$ cat config.mk
export PLATFORM = sky130hd
export DESIGN_NAME = note_record_playback_sequencer
export DESIGN_NICKNAME = d
export VERILOG_FILES = /design/src/sv/nrps_pkg.sv /design/src/sv/nrps_store.sv /design/src/sv/nrps_tone.sv /design/src/sv/note_record_playback_sequencer.sv
export SDC_FILE = /design/constraint.sdc
export NUM_CORES = 1
export LEC_CHECK = 0
export ABC_AREA = 0
export BUFFER_PORTS_ARGS = -buffer_cell sky130_fd_sc_hd__buf_2
export CORE_UTILIZATION = 45
export CTS_BUF_LIST = sky130_fd_sc_hd__clkbuf_4 sky130_fd_sc_hd__clkbuf_8
export DETAILED_ROUTE_END_ITERATION = 6
export GPL_ROUTABILITY_DRIVEN = 0
export PLACE_DENSITY_LB_ADDON = 0.15
export SLEW_MARGIN = 10
export SYNTH_ARGS = -nofsm -noshare
export SYNTH_HDL_FRONTEND = slang
export SYNTH_HIERARCHICAL = 1
export SYNTH_SLANG_ARGS = --single-unit
$ cat constraint.sdc
create_clock -name clk -period 5.1 [get_ports clk]
set_input_delay 0.51 -clock clk [delete_from_list [all_inputs] [get_ports clk]]
set_output_delay 0.51 -clock clk [all_outputs]
set_load 0.03 [all_outputs]
$ cat src/sv/nrps_pkg.sv
// Shared types and codes for the note record / playback sequencer.
// No dependencies.
`timescale 1ns / 1ps
`default_nettype none

package nrps_pkg;

    typedef enum logic [2:0] {
        ST_IDLE  = 3'b001,
        ST_CALC  = 3'b010,
        ST_CLEAR = 3'b100
    } state_t;

    typedef enum logic [1:0] {
        MODE_NORMAL = 2'd0,
        MODE_RECORD = 2'd1,
        MODE_PLAY   = 2'd2
    } mode_t;

    // One store entry: note code and octave multiplier (1, 2, 4 or 8).
    typedef struct packed {
        logic [3:0] note;
        logic [3:0] mult;
    } slot_t;

    localparam logic       OP_KEY  = 1'b0;
    localparam logic       OP_TICK = 1'b1;

    localparam logic [4:0] NOTE_MAX   = 5'd11;
    localparam logic [4:0] KEY_OCTAVE = 5'd12;
    localparam logic [4:0] KEY_OFFSET = 5'd13;
    localparam logic [4:0] KEY_RECORD = 5'd14;
    localparam logic [4:0] KEY_PLAY   = 5'd15;
    localparam logic [4:0] KEY_NONE   = 5'd16;

    localparam logic [3:0] REST_NOTE  = 4'd12;
    localparam logic [3:0] CLEAR_MULT = 4'd1;

endpackage

`default_nettype wire

$ cat src/sv/nrps_store.sv
// Note store: one write port, one registered read port.
// Uses nrps_pkg::slot_t.
`timescale 1ns / 1ps
`default_nettype none

module nrps_store #(
    parameter int SLOT_COUNT = 100,
    parameter int ADDR_W     = 7
) (
    input  wire logic                clk,
    input  wire logic                wr_en,
    input  wire logic [ADDR_W-1:0]   wr_addr,
    input  wire nrps_pkg::slot_t     wr_data,
    input  wire logic [ADDR_W-1:0]   rd_addr,
    output nrps_pkg::slot_t          rd_data
);

    nrps_pkg::slot_t mem [SLOT_COUNT];

    always_ff @(posedge clk)
    begin
        if (wr_en)
        begin
            mem[wr_addr] <= wr_data;
        end
        rd_data <= mem[rd_addr];
    end

endmodule

`default_nettype wire

$ cat src/sv/nrps_tone.sv
// Tone timer reload from note, multiplier and semitone offset.
// Uses nrps_pkg codes. 500000/freq is tabled; the power-of-two multiplier is a shift.
`timescale 1ns / 1ps
`default_nettype none

module nrps_tone (
    input  wire logic              [3:0]  note,
    input  wire logic              [3:0]  mult,
    input  wire logic signed       [1:0]  offset,
    output logic                   [15:0] reload
);

    function automatic logic [10:0] div_base(input logic [3:0] n);
        logic [10:0] b;
        begin
            case (n)
                4'd0:    b = 11'd1908;
                4'd1:    b = 11'd1805;
                4'd2:    b = 11'd1700;
                4'd3:    b = 11'd1607;
                4'd4:    b = 11'd1515;
                4'd5:    b = 11'd1432;
                4'd6:    b = 11'd1351;
                4'd7:    b = 11'd1275;
                4'd8:    b = 11'd1204;
                4'd9:    b = 11'd1136;
                4'd10:   b = 11'd1072;
                4'd11:   b = 11'd1012;
                default: b = 11'd0;
            endcase
            return b;
        end
    endfunction

    logic [2:0]  mult_exp;
    logic [2:0]  eff_exp;
    logic [3:0]  eff_note;
    logic        silent;
    logic [10:0] quot;

    always_comb
    begin
        case (mult)
            4'd2:    mult_exp = 3'd1;
            4'd4:    mult_exp = 3'd2;
            4'd8:    mult_exp = 3'd3;
            default: mult_exp = 3'd0;
        endcase

        silent   = 1'b0;
        eff_exp  = mult_exp;
        eff_note = note;
        if (note > 4'(nrps_pkg::NOTE_MAX))
        begin
            silent = 1'b1;
        end
        else if (offset == 2'sd1 && note == 4'd11)
        begin
            // wrap up into the next octave
            eff_exp  = mult_exp + 3'd1;
            eff_note = 4'd0;
        end
        else if (offset == -2'sd1 && note == 4'd0)
        begin
            // wrap down; a multiplier of one halves to zero, which is silence
            silent   = (mult_exp == 3'd0);
            eff_exp  = mult_exp - 3'd1;
            eff_note = 4'd11;
        end
        else
        begin
            eff_note = note + {{2{offset[1]}}, offset};
        end

        quot   = div_base(eff_note) >> eff_exp;
        reload = silent ? 16'd0 : 16'(17'h10000 - {6'd0, quot});
    end

endmodule

`default_nettype wire

$ cat src/sv/note_record_playback_sequencer.sv
// Note record / playback sequencer. An item is accepted in ST_IDLE and its result is
// registered in ST_CALC, which waits while the output is stalled; no new item is taken
// until then, as the note store has a registered read. Entering record mode sweeps the
// store to rests, one slot a cycle. After reset the same clearing pass runs with
// in_ready low; configuration writes are taken throughout.
`timescale 1ns / 1ps
`default_nettype none

module note_record_playback_sequencer #(
    parameter int SLOT_COUNT = 100
) (
    input  wire logic        clk,
    input  wire logic        rst_n,
    input  wire logic        cfg_wr_en,
    input  wire logic [7:0]  cfg_wr_data,
    input  wire logic        in_valid,
    output logic             in_ready,
    input  wire logic        op,
    input  wire logic [4:0]  key_code,
    output logic             out_valid,
    input  wire logic        out_ready,
    output logic [15:0]      reload_value,
    output logic             tone_on,
    output logic [1:0]       play_mode,
    output logic [6:0]       slot_index
);

    localparam int PTR_W = $clog2(SLOT_COUNT);
    localparam int EXT_W = (PTR_W > 7) ? PTR_W : 7;
    localparam logic [PTR_W-1:0] LAST_SLOT = PTR_W'(SLOT_COUNT - 1);

    nrps_pkg::state_t         state_reg, state_next;
    nrps_pkg::mode_t          mode_reg, mode_next;
    logic [1:0]               oct_exp_reg, oct_exp_next;
    logic signed [1:0]        offset_reg, offset_next;
    logic [4:0]               held_key_reg, held_key_next;
    logic [7:0]               tick_cnt_reg, tick_cnt_next;
    logic [PTR_W-1:0]         slot_ptr_reg, slot_ptr_next;
    logic [15:0]              reload_reg, reload_next;
    logic [7:0]               tps_reg;
    logic [PTR_W-1:0]         clr_addr_reg, clr_addr_next;
    logic                     clr_resp_reg, clr_resp_next;
    logic                     out_valid_reg, out_valid_next;
    logic [15:0]              out_reload_reg;
    logic                     out_tone_reg;
    logic [1:0]               out_mode_reg;
    logic [6:0]               out_slot_reg;
    logic                     out_load;

    logic                     st_wr_en;
    logic [PTR_W-1:0]         st_wr_addr;
    nrps_pkg::slot_t          st_wr_data;
    nrps_pkg::slot_t          st_rd_data;

    logic [3:0]               tone_note;
    logic [3:0]               tone_mult;
    logic [15:0]              tone_reload;

    logic [7:0]               tick_limit;
    logic [8:0]               tick_inc;
    logic                     held_is_note;
    logic [EXT_W-1:0]         ptr_ext;

    nrps_store #(
        .SLOT_COUNT (SLOT_COUNT),
        .ADDR_W     (PTR_W)
    ) u_store (
        .clk     (clk),
        .wr_en   (st_wr_en),
        .wr_addr (st_wr_addr),
        .wr_data (st_wr_data),
        .rd_addr (slot_ptr_next),
        .rd_data (st_rd_data)
    );

    // in playback the tone comes from the current slot, else from the held key
    assign tone_note = (mode_reg == nrps_pkg::MODE_PLAY) ? st_rd_data.note : held_key_reg[3:0];
    assign tone_mult = (mode_reg == nrps_pkg::MODE_PLAY) ? st_rd_data.mult
                                                         : 4'(4'd1 << oct_exp_reg);

    nrps_tone u_tone (
        .note   (tone_note),
        .mult   (tone_mult),
        .offset (offset_reg),
        .reload (tone_reload)
    );

    assign held_is_note = (held_key_reg <= nrps_pkg::NOTE_MAX);
    assign tick_limit   = (tps_reg == 8'd0) ? 8'd1 : tps_reg;
    assign tick_inc     = {1'b0, tick_cnt_reg} + 9'd1;
    assign ptr_ext      = EXT_W'(slot_ptr_reg);

    assign in_ready     = (state_reg == nrps_pkg::ST_IDLE);
    assign out_valid    = out_valid_reg;
    assign reload_value = out_reload_reg;
    assign tone_on      = out_tone_reg;
    assign play_mode    = out_mode_reg;
    assign slot_index   = out_slot_reg;

    always_comb
    begin
        state_next    = state_reg;
        mode_next     = mode_reg;
        oct_exp_next  = oct_exp_reg;
        offset_next   = offset_reg;
        held_key_next = held_key_reg;
        tick_cnt_next = tick_cnt_reg;
        slot_ptr_next = slot_ptr_reg;
        reload_next   = reload_reg;
        clr_addr_next = clr_addr_reg;
        clr_resp_next = clr_resp_reg;
        st_wr_en      = 1'b0;
        st_wr_addr    = slot_ptr_reg;
        st_wr_data    = {held_key_reg[3:0], 4'(4'd1 << oct_exp_reg)};
        out_load      = 1'b0;

        unique case (state_reg)
            nrps_pkg::ST_IDLE:
            begin
                if (in_valid)
                begin
                    state_next = nrps_pkg::ST_CALC;
                    if (op == nrps_pkg::OP_KEY)
                    begin
                        held_key_next = key_code;
                        case (key_code)
                            nrps_pkg::KEY_OCTAVE:
                            begin
                                oct_exp_next = (oct_exp_reg < 2'd3) ? oct_exp_reg + 2'd1 : 2'd1;
                            end
                            nrps_pkg::KEY_OFFSET:
                            begin
                                offset_next = (offset_reg < 2'sd1) ? offset_reg + 2'sd1 : -2'sd1;
                            end
                            nrps_pkg::KEY_RECORD:
                            begin
                                slot_ptr_next = '0;
                                if (mode_reg != nrps_pkg::MODE_RECORD)
                                begin
                                    mode_next     = nrps_pkg::MODE_RECORD;
                                    state_next    = nrps_pkg::ST_CLEAR;
                                    clr_addr_next = '0;
                                    clr_resp_next = 1'b1;
                                end
                                else
                                begin
                                    mode_next = nrps_pkg::MODE_NORMAL;
                                end
                            end
                            nrps_pkg::KEY_PLAY:
                            begin
                                slot_ptr_next = '0;
                                reload_next   = 16'd0;
                                mode_next     = (mode_reg != nrps_pkg::MODE_PLAY)
                                                ? nrps_pkg::MODE_PLAY : nrps_pkg::MODE_NORMAL;
                            end
                            default:
                            begin
                            end
                        endcase
                    end
                    else if (tick_inc >= {1'b0, tick_limit})
                    begin
                        // slot boundary: in record mode record the held note, then advance
                        st_wr_en      = (mode_reg == nrps_pkg::MODE_RECORD) && held_is_note;
                        slot_ptr_next = (slot_ptr_reg == LAST_SLOT) ? '0
                                                                    : slot_ptr_reg + PTR_W'(1);
                        tick_cnt_next = 8'd0;
                    end
                    else
                    begin
                        tick_cnt_next = tick_inc[7:0];
                    end
                end
            end
            nrps_pkg::ST_CALC:
            begin
                if (!out_valid_reg || out_ready)
                begin
                    out_load   = 1'b1;
                    state_next = nrps_pkg::ST_IDLE;
                    if (mode_reg == nrps_pkg::MODE_PLAY || held_is_note)
                    begin
                        reload_next = tone_reload;
                    end
                end
            end
            nrps_pkg::ST_CLEAR:
            begin
                st_wr_en   = 1'b1;
                st_wr_addr = clr_addr_reg;
                st_wr_data = {nrps_pkg::REST_NOTE, nrps_pkg::CLEAR_MULT};
                if (clr_addr_reg == LAST_SLOT)
                begin
                    state_next    = clr_resp_reg ? nrps_pkg::ST_CALC : nrps_pkg::ST_IDLE;
                    clr_resp_next = 1'b0;
                end
                else
                begin
                    clr_addr_next = clr_addr_reg + PTR_W'(1);
                end
            end
            default:
            begin
                state_next = nrps_pkg::ST_IDLE;
            end
        endcase

        if (out_load)
        begin
            out_valid_next = 1'b1;
        end
        else if (out_ready)
        begin
            out_valid_next = 1'b0;
        end
        else
        begin
            out_valid_next = out_valid_reg;
        end
    end

    always_ff @(posedge clk or negedge rst_n)
    begin
        if (!rst_n)
        begin
            state_reg     <= nrps_pkg::ST_CLEAR;
            mode_reg      <= nrps_pkg::MODE_NORMAL;
            oct_exp_reg   <= 2'd1;
            offset_reg    <= 2'sd0;
            held_key_reg  <= nrps_pkg::KEY_NONE;
            tick_cnt_reg  <= 8'd0;
            slot_ptr_reg  <= '0;
            reload_reg    <= 16'd0;
            tps_reg       <= 8'd5;
            clr_addr_reg  <= '0;
            clr_resp_reg  <= 1'b0;
            out_valid_reg <= 1'b0;
        end
        else
        begin
            state_reg     <= state_next;
            mode_reg      <= mode_next;
            oct_exp_reg   <= oct_exp_next;
            offset_reg    <= offset_next;
            held_key_reg  <= held_key_next;
            tick_cnt_reg  <= tick_cnt_next;
            slot_ptr_reg  <= slot_ptr_next;
            reload_reg    <= reload_next;
            clr_addr_reg  <= clr_addr_next;
            clr_resp_reg  <= clr_resp_next;
            out_valid_reg <= out_valid_next;
            if (cfg_wr_en)
            begin
                tps_reg <= cfg_wr_data;
            end
        end
    end

    always_ff @(posedge clk)
    begin
        if (out_load)
        begin
            out_reload_reg <= reload_next;
            out_tone_reg   <= (mode_reg == nrps_pkg::MODE_PLAY) || held_is_note;
            out_mode_reg   <= mode_reg;
            out_slot_reg   <= ptr_ext[6:0];
        end
    end

endmodule

`default_nettype wire

==> qor.csv, run 1 <==
stage,metric,value,unit
sta,tightest_slew,1.18,ns
clocking,numClockSinks,896,
floorplanning,num_rows,104,
floorplanning,coreArea,80900,µm²
clocking,max-clock-path-buffers,3,
min_path,min_path_type,in -> reg,
sta,maxSlewViolCount,0,
drt,wl_per_cell,25.3,µm
synth,syn_inst,2007,
drt,remaining_drc_errors,0,
synth,synthFlopType,edfxtp_1,
clocking,cts_tree,done,
floorplanning,start_util,45.8,%
synth,synth_fp_nets,2056,
drt,dr.pass1.iters,7,
floorplanning,die_area,83500,µm²
min_path,whs_endpoint,tps_reg[2]$_DFFE_PN1P_,
sta,rsz0062_at_grt,no,
synth,ys_types,94,
cells_and_area,final_common_cell,edfxtp_1,
worst_setup_path,r2r_setup_slack,0.15,ns
worst_setup_path,required,5.65,ns
sta,fin_crit_sh,97.0,%
grt,track_usage,21.7,%
sta,max_freq,202,MHz
sta,worst_slack,0.154,ns
power_and_ir_drop,p_leak,0.0142,µW
worst_setup_path,worstSetupPathType,reg -> reg,
worst_setup_path,worstSetupStartpointType,flop,
drt,drt_iter0_markers,1720,
clocking,cts-htree-levels,4,
place,portBuffers,46,
drt,wl,88700,µm
worst_setup_path,cp-end-kind,flop,
floorplanning,die_w,289,µm
sta,finalHoldViolations,0,
grt,antenna_found_initial,2,
sta,period_needed,4.95,ns
synth,ys_seq_area_share,71.6,%
power_and_ir_drop,max-vdd-ir-drop,0.321,mV
place,placed_area,39900,µm²
cells_and_area,nNetsFinal,2387,
worst_setup_path,reg2reg_depth,18,
grt,grt_pass1_wl,133000,µm
floorplanning,die_h,289,µm
worst_setup_path,r2r_start,mode_reg[0]$_DFFE_PN0P_,
power_and_ir_drop,p_per_area,498,nW/µm²
status,status,completed,
clocking,clockRootBuffer,clkbuf_8,
grt,grt_pass1_vias,20600,
synth,syn_avg_cell_area,18.5,µm²
floorplanning,num_io_pins,47,
place,dp.final_hpwl,57100,µm
cells_and_area,final_area,43200,µm²
sta,worst_hold_slack,0.0580,ns
sta,slew_headroom,20.7,%
drt,avgViaCountPerCell,5.79,
drt,antenna_left,0,
cells_and_area,syn2layout_area_growth,16.5,%
synth,ys_ff_latch,896,
worst_setup_path,path_max_fanout,12,
grt,overflow,0,
synth,synth_async_sr_flop_share,6.92,%
min_path,min-delay-start,cfg_wr_en,
clocking,clk_pin_slew,0.06,ns
sta,skew,0.0540,ns
cells_and_area,final_util,53.3,%
grt,grt_max_degree,101,
worst_setup_path,arrival,5.49,ns
cells_and_area,largest_reg_flops,800,
place,pre_cts_ws,-0.0361,ns
synth,yosysWarnings,6,
synth,synth-edff-count,826,
cells_and_area,most-common-layout-cells,"826 x edfxtp_1, 226 x mux4_2, 202 x buf_4",
cells_and_area,layout-drive-gt1-share,32.4,%
clocking,insertion_delay,0.83,ns
worst_setup_path,r2r-end,reload_value[7]$_DFFE_PP_,
clocking,numCtsBuffers,149,
sta,setup_violations,0,
min_path,whs_path_depth,3,
drt,vias,20300,
synth,syn_area,37000,µm²
run,cap_violations,0,
-- Yosys cell counts (5+ instances only) --
cell | count | area share [%]
inv_1 | 28 | 0.28
nor2b_1 | 25 | 0.42
nor2_1 | 137 | 1.4
o311ai_0 | 6 | 0.14
mux4_2 | 226 | 14
and2_1 | 7 | 0.12
a22o_1 | 17 | 0.40
xnor2_1 | 13 | 0.31
o22ai_1 | 13 | 0.22
nand4_1 | 12 | 0.20
mux2_2 | 13 | 0.40
or3_1 | 5 | 0.084
nor3_1 | 18 | 0.24
buf_6 | 10 | 0.30
buf_4 | 20 | 0.41
a31oi_1 | 9 | 0.15
nand2_1 | 116 | 1.2
nand3b_1 | 6 | 0.12
o211ai_1 | 10 | 0.20
a22oi_1 | 32 | 0.65
buf_2 | 29 | 0.39
dfstp_2 | 5 | 0.35
dfrtp_1 | 57 | 3.8
and3_1 | 11 | 0.19
a221o_1 | 5 | 0.14
mux2i_1 | 18 | 0.49
o21ai_0 | 45 | 0.61
nand3_1 | 42 | 0.57
edfxtp_1 | 826 | 67
a21boi_0 | 8 | 0.16
or2_2 | 8 | 0.14
dfxtp_1 | 8 | 0.43
a21oi_1 | 33 | 0.45
nand2b_1 | 5 | 0.084
ha_1 | 29 | 0.98
a211oi_1 | 8 | 0.16
buf_1 | 8 | 0.081
nor4_1 | 15 | 0.25
clkbuf_1 | 34 | 0.34
-- what timing repair did --
action / 4_1_cts / 5_1_grt
pin swaps: 0 / 1
setup endpoints to repair: 4 / 24
gates cloned: 0 / 1
resized for setup: 5 / 22
hold buffers: 16 / 0
buffers inserted: 0 / 7
endpoints found under the hold margin: 42 / 0
-- layer usage --
layer / vias up / track usage [%] / routed length, µm
met2: 728 / 34.6 / 42700
met4: 0 / 7.17 / 2200
met1: 10600 / 30.0 / 38100
met5: - / 0 / 0
met3: 158 / 4.52 / 5660
li1: 8872 / - / -
-- worst max-delay path, stage by stage (launching register included) --
cell	delay, ns
dfrtp_1	0.40
nor2b_2	0.18
buf_6	0.15
mux2_2	0.37
buf_4	0.19
and2_1	0.20
a221o_1	0.39
and2_4	0.19
ha_4	0.29
inv_1	0.07
o21ai_1	0.16
o221ai_1	0.15
mux2_4	0.32
a22oi_1	0.17
o211a_1	0.18
or3b_4	0.41
nor4b_4	0.29
mux2_1	0.35
a22o_1	0.22
-- kinds of logic (layout without fill, tap and decap cells) --
family                   after synthesis  count (layout)  synth area share [%]
adder cells (fa/ha/maj)               30              30                  1.03
AND/OR/NAND/NOR                      438             438                  5.89
XOR/XNOR                              17              17                 0.422
multiplexers                         258             258                  14.6
AO/OA/AOI/OAI                        238             238                  4.60
buffers and inverters                130             571                  1.82
other                                  0               2                     0
flip-flops                           896             896                  71.6
-- metrics by stage --
stage          setup TNS [ns]  power (µW)  instances
2_1_floorplan               0       13300       2007
3_3_place_gp                0       15200       3222
3_5_place_dp          -0.0710       15300       3222
4_1_cts                     0       21600       3499
5_1_grt                     0       22500       3510
6_report                    0       21500       3510
-- where the power goes --
group          internal, µW  switching, µW  total (µW)
clock network          3290           2870        6160
logic                  2620           3690        6310
registers              8870            157        9030
-- layout make-up --
class / count / area (µm²)
fillers: 6434 / 37800
flip-flops and latches: 896 / 26500
clock inverters: 71 / 512
clock buffers: 190 / 2380
well taps: 1060 / 1330
multi-input cells: 981 / 10100
inverters: 28 / 105
repair buffers: 282 / 2240
diodes: 2 / 5.00
-- worst max path at each step --
| stage | start | endpoint | slack (ns) |
|---|---|---|---|
| final | mode_reg[0]$_DFFE_PN0P_ | reload_value[7]$_DFFE_PP_ | 0.15 |
| after global routing | mode_reg[0]$_DFFE_PN0P_ | reload_value[10]$_DFFE_PP_ | 0.002 |
| after CTS | mode_reg[0]$_DFFE_PN0P_ | reload_value[7]$_DFFE_PP_ | 0.02 |
| after detailed placement | mode_reg[0]$_DFFE_PN0P_ | reload_value[8]$_DFFE_PP_ | -0.04 |
| after global placement | mode_reg[0]$_DFFE_PN0P_ | reload_value[7]$_DFFE_PP_ | 0.09 |
| after floorplan | mode_reg[1]$_DFFE_PN0P_ | reload_value[7]$_DFFE_PP_ | 0.29 |
Power figures use the tool's default switching activity.
==> run 2: changes to the inputs <==
- SYNTH_HIERARCHICAL: 1 -> not set
==> qor.csv, run 2 <==
stage,metric,value,unit,change
status,status,completed,,
clocking,cts_tree,done,,
grt,antenna_found_initial,3,,+1
synth,yosys-top-cells-area,"edfxtp_1 65%, nand2_1 7.1%, dfrtp_1 3.7%",,
drt,vias,25500,,+25%
worst_setup_path,reg2reg_depth,16,,-2
grt,grt_max_degree,87,,-14%
sta,tns,0,ns,unchanged
worst_setup_path,worstSetupStartpointType,flop,,
synth,synth-edff-count,826,,unchanged
worst_setup_path,arrival,5.63,ns,+0.14 ns
drt,wl,105000,µm,+19%
floorplanning,coreArea,83700,µm²,+3.4%
sta,tightest_slew,1.13,ns,-0.0473 ns
clocking,max-clock-path-buffers,3,,unchanged
sta,maxSlewViolCount,0,,unchanged
worst_setup_path,critPathCapture,u_store.rd_data[5]$_DFF_P_,,
floorplanning,start_util,45.5,%,-0.24 points
worst_setup_path,r2r_start,tick_cnt_reg[2]$_DFFE_PN0P_,,
sta,rsz0062_at_grt,yes,,
drt,dr.pass1.iters,7,,unchanged
worst_setup_path,critPathMaxStageDelay,0.64,ns,+0.23 ns
clocking,insertion_delay,0.84,ns,about the same
worst_setup_path,crit_start,tick_cnt_reg[2]$_DFFE_PN0P_,,
worst_setup_path,r2r-end,u_store.rd_data[5]$_DFF_P_,,
cells_and_area,final_area,44200,µm²,+2.4%
floorplanning,die_area,85800,µm²,+2.8%
floorplanning,die_w,293,µm,+1.4%
power_and_ir_drop,p_leak,0.0157,µW,+11%
synth,syn_avg_cell_area,13.1,µm²,-29%
grt,met2_usage,39.1,%,+4.5 points
worst_setup_path,path_max_fanout,11,,-1
sta,worst_hold_slack,0.107,ns,+0.0485 ns
grt,met3_usage,4.55,%,+0.026 points
place,placed_area,40700,µm²,+2.1%
worst_setup_path,path_cells,and3_1 > and3_1 > nand3_1 > xnor2_1 > ha_1 > nand2_1 > a21oi_1 > a211oi_4 > buf_4 > o41a_2 > inv_2 > nand2_1 > a21oi_1 > nor4_2 > a311oi_1 > a211oi_2,,
clocking,clockRootBuffer,clkbuf_8,,
clocking,numClockSinks,896,,unchanged
synth,syn_inst,2913,,+45%
clocking,cts-htree-levels,4,,unchanged
floorplanning,die_h,293,µm,+1.4%
floorplanning,num_rows,106,,+1.9%
grt,grt.met1_usage,34.2,%,+4.2 points
drt,avgViaCountPerCell,5.77,,-0.41%
synth,yosysWarnings,0,,-6
synth,yosysTopAreaCell,edfxtp_1,,
grt,track_usage,24.8,%,+3.1 points
grt,grt_pass1_vias,25400,,+24%
cells_and_area,fillers,7016,,+9.0%
clocking,numCtsBuffers,153,,+2.7%
sta,fin_crit_sh,97.8,%,+0.85 points
drt,antenna_left,0,,unchanged
cells_and_area,largest_reg_flops,800,,unchanged
synth,synth_async_sr_flop_share,6.92,%,unchanged
sta,skew,0.0435,ns,-0.0105 ns
grt,top_usage_layer,met2,,
cells_and_area,syn2layout_area_growth,15.9,%,
synth,ys_seq_area_share,69.6,%,-2.0 points
cells_and_area,nNetsFinal,3208,,+34%
place,dp.final_hpwl,64500,µm,+13%
drt,remaining_drc_errors,0,,unchanged
drt,wl_per_cell,23.8,µm,-5.7%
drt,drt_iter0_markers,2545,,+48%
synth,synth_fp_nets,2961,,+44%
place,portBuffers,46,,unchanged
power_and_ir_drop,p_per_area,506,nW/µm²,+1.5%
grt,overflow,0,,unchanged
sta,finalHoldViolations,0,,unchanged
cells_and_area,layout-drive-gt1-share,18.7,%,-14 points
sta,setup_violations,0,,unchanged
sta,period_needed,4.99,ns,+0.0435 ns
synth,synth.top_cell.area_share,65.1,%,-1.9 points
power_and_ir_drop,total_power,22300,µW,+3.9%
synth,ys_ff_latch,896,,unchanged
grt,grt_pass1_wl,159000,µm,+20%
worst_setup_path,worstSetupPathType,reg -> reg,,
floorplanning,num_io_pins,47,,unchanged
cells_and_area,final_common_cell,edfxtp_1,,
synth,yosys-top-cells-count,"826 x edfxtp_1, 720 x nand2_1, 186 x nand3_1, 165 x nor2_1, 89 x and3_1",,
sta,slew_headroom,24.1,%,+3.3 points
worst_setup_path,cp-end-kind,flop,,
synth,post-synth-top-count-cell,edfxtp_1,,
worst_setup_path,required,5.74,ns,+0.09 ns
run,cap_violations,0,,unchanged
synth,synthFlopType,edfxtp_1,,
cells_and_area,most-common-layout-cells,"826 x edfxtp_1, 719 x nand2_1, 186 x nand3_1",,
sta,max_freq,200,MHz,-0.87%
min_path,min_path_type,in -> reg,,
synth,ys_types,98,,+4.3%
cells_and_area,final_util,52.8,%,-0.54 points
worst_setup_path,r2r_setup_slack,0.11,ns,-0.04 ns
clocking,clk_pin_slew,0.06,ns,about the same
power_and_ir_drop,max-vdd-ir-drop,0.305,mV,-4.9%
worst_setup_path,crit_path_top_delay_cell,o41a_2,,
synth,syn_area,38100,µm²,+2.9%
==> run 2: changes by cell type in the layout (fill, tap and decap cells not counted), sizes merged, moves of 35 or more <==
cell    change
a21oi      +35
a311oi     +67
nand2     +604
clkbuf     +35
a31oi      +42
and3       +78
mux4      -169
nand3     +144
==> run 2: power breakdown <==
| part | switching (µW) | internal (µW) |
|---|---|---|
| sequential | 203 | 9050 |
| clock | 2950 | 3600 |
| combinational | 4380 | 2140 |
==> run 2: area by class of cell <==
| type | instances | area, µm² | area share (%) |
|---|---|---|---|
| inverters | 29 | 124 | 0.280 |
| flip-flops and latches | 896 | 26500 | 60.0 |
| well taps | 1134 | 1420 | 3.21 |
| multi-input cells | 1820 | 10800 | 24.5 |
| clock buffers | 225 | 2690 | 6.09 |
| repair buffers | 260 | 2180 | 4.93 |
| clock inverters | 54 | 397 | 0.898 |
| diodes | 2 | 5.00 | 0.0113 |
==> run 2: logic make-up (layout without fill, tap and decap cells) <==
kind of cell	Yosys count	after routing	synth area share [%]
compound gates	374	374	6.99
simple gates	1299	1299	15.1
buf+inv	197	568	2.26
flops	896	896	69.6
fa+ha+maj	29	29	0.972
mux	94	94	4.43
xor+xnor	24	24	0.621
other cells	0	2	0
==> run 2: metal layers <==
metal	part of all wire, %	wire (µm)	vias to the layer above
li1	-	-	11400
met1	43	45700	12800
met2	47	49200	1057
met3	7.0	7340	188
met4	2.9	3070	0
met5	0	0	-
==> run 2: timing repair <==
action | in CTS | in global routing
resized for setup | 1 | 11
hold buffers | 28 | 0
buffers inserted | 0 | 0
endpoints found under the setup margin | 1 | 12
pin swaps | 0 | 0
endpoints found under the hold margin | 73 | 0
==> run 2: critical path, delay by kind of cell, from the launching register on <==
family,cells,cell delay [ns]
and+or+nand+nor,6,1.02
adders and majority gates,1,0.31
AOI/OAI and AO/OA,6,2.25
xor gates and xnor gates,1,0.15
buffers and inverters,2,0.65
DFF,1,0.40
==> run 2: how the worst min path moves through the flow <==
stage	slack, ns	from	end	depth (start not counted)
global placement	0.46	reload_reg[14]$_DFF_PN0_	reload_reg[14]$_DFF_PN0_	1
finish	0.11	cfg_wr_en	tps_reg[5]$_DFFE_PN0P_	3
floorplan	0.21	rst_n	clr_addr_reg[0]$_DFFE_PN0P_	0
detailed placement	0.46	reload_reg[14]$_DFF_PN0_	reload_reg[14]$_DFF_PN0_	1
CTS	0.02	cfg_wr_en	tps_reg[5]$_DFFE_PN0P_	2
global route	0.09	cfg_wr_en	tps_reg[0]$_DFFE_PN1P_	2
==> run 2: through the flow <==
stage | setup slack (ns) | cells
floorplan | 0.316 | 2913
global placement | -0.0476 | 4111
detailed placement | -0.0217 | 4111
CTS | 0.0139 | 4418
global route | -0.0911 | 4420
finish | 0.111 | 4420
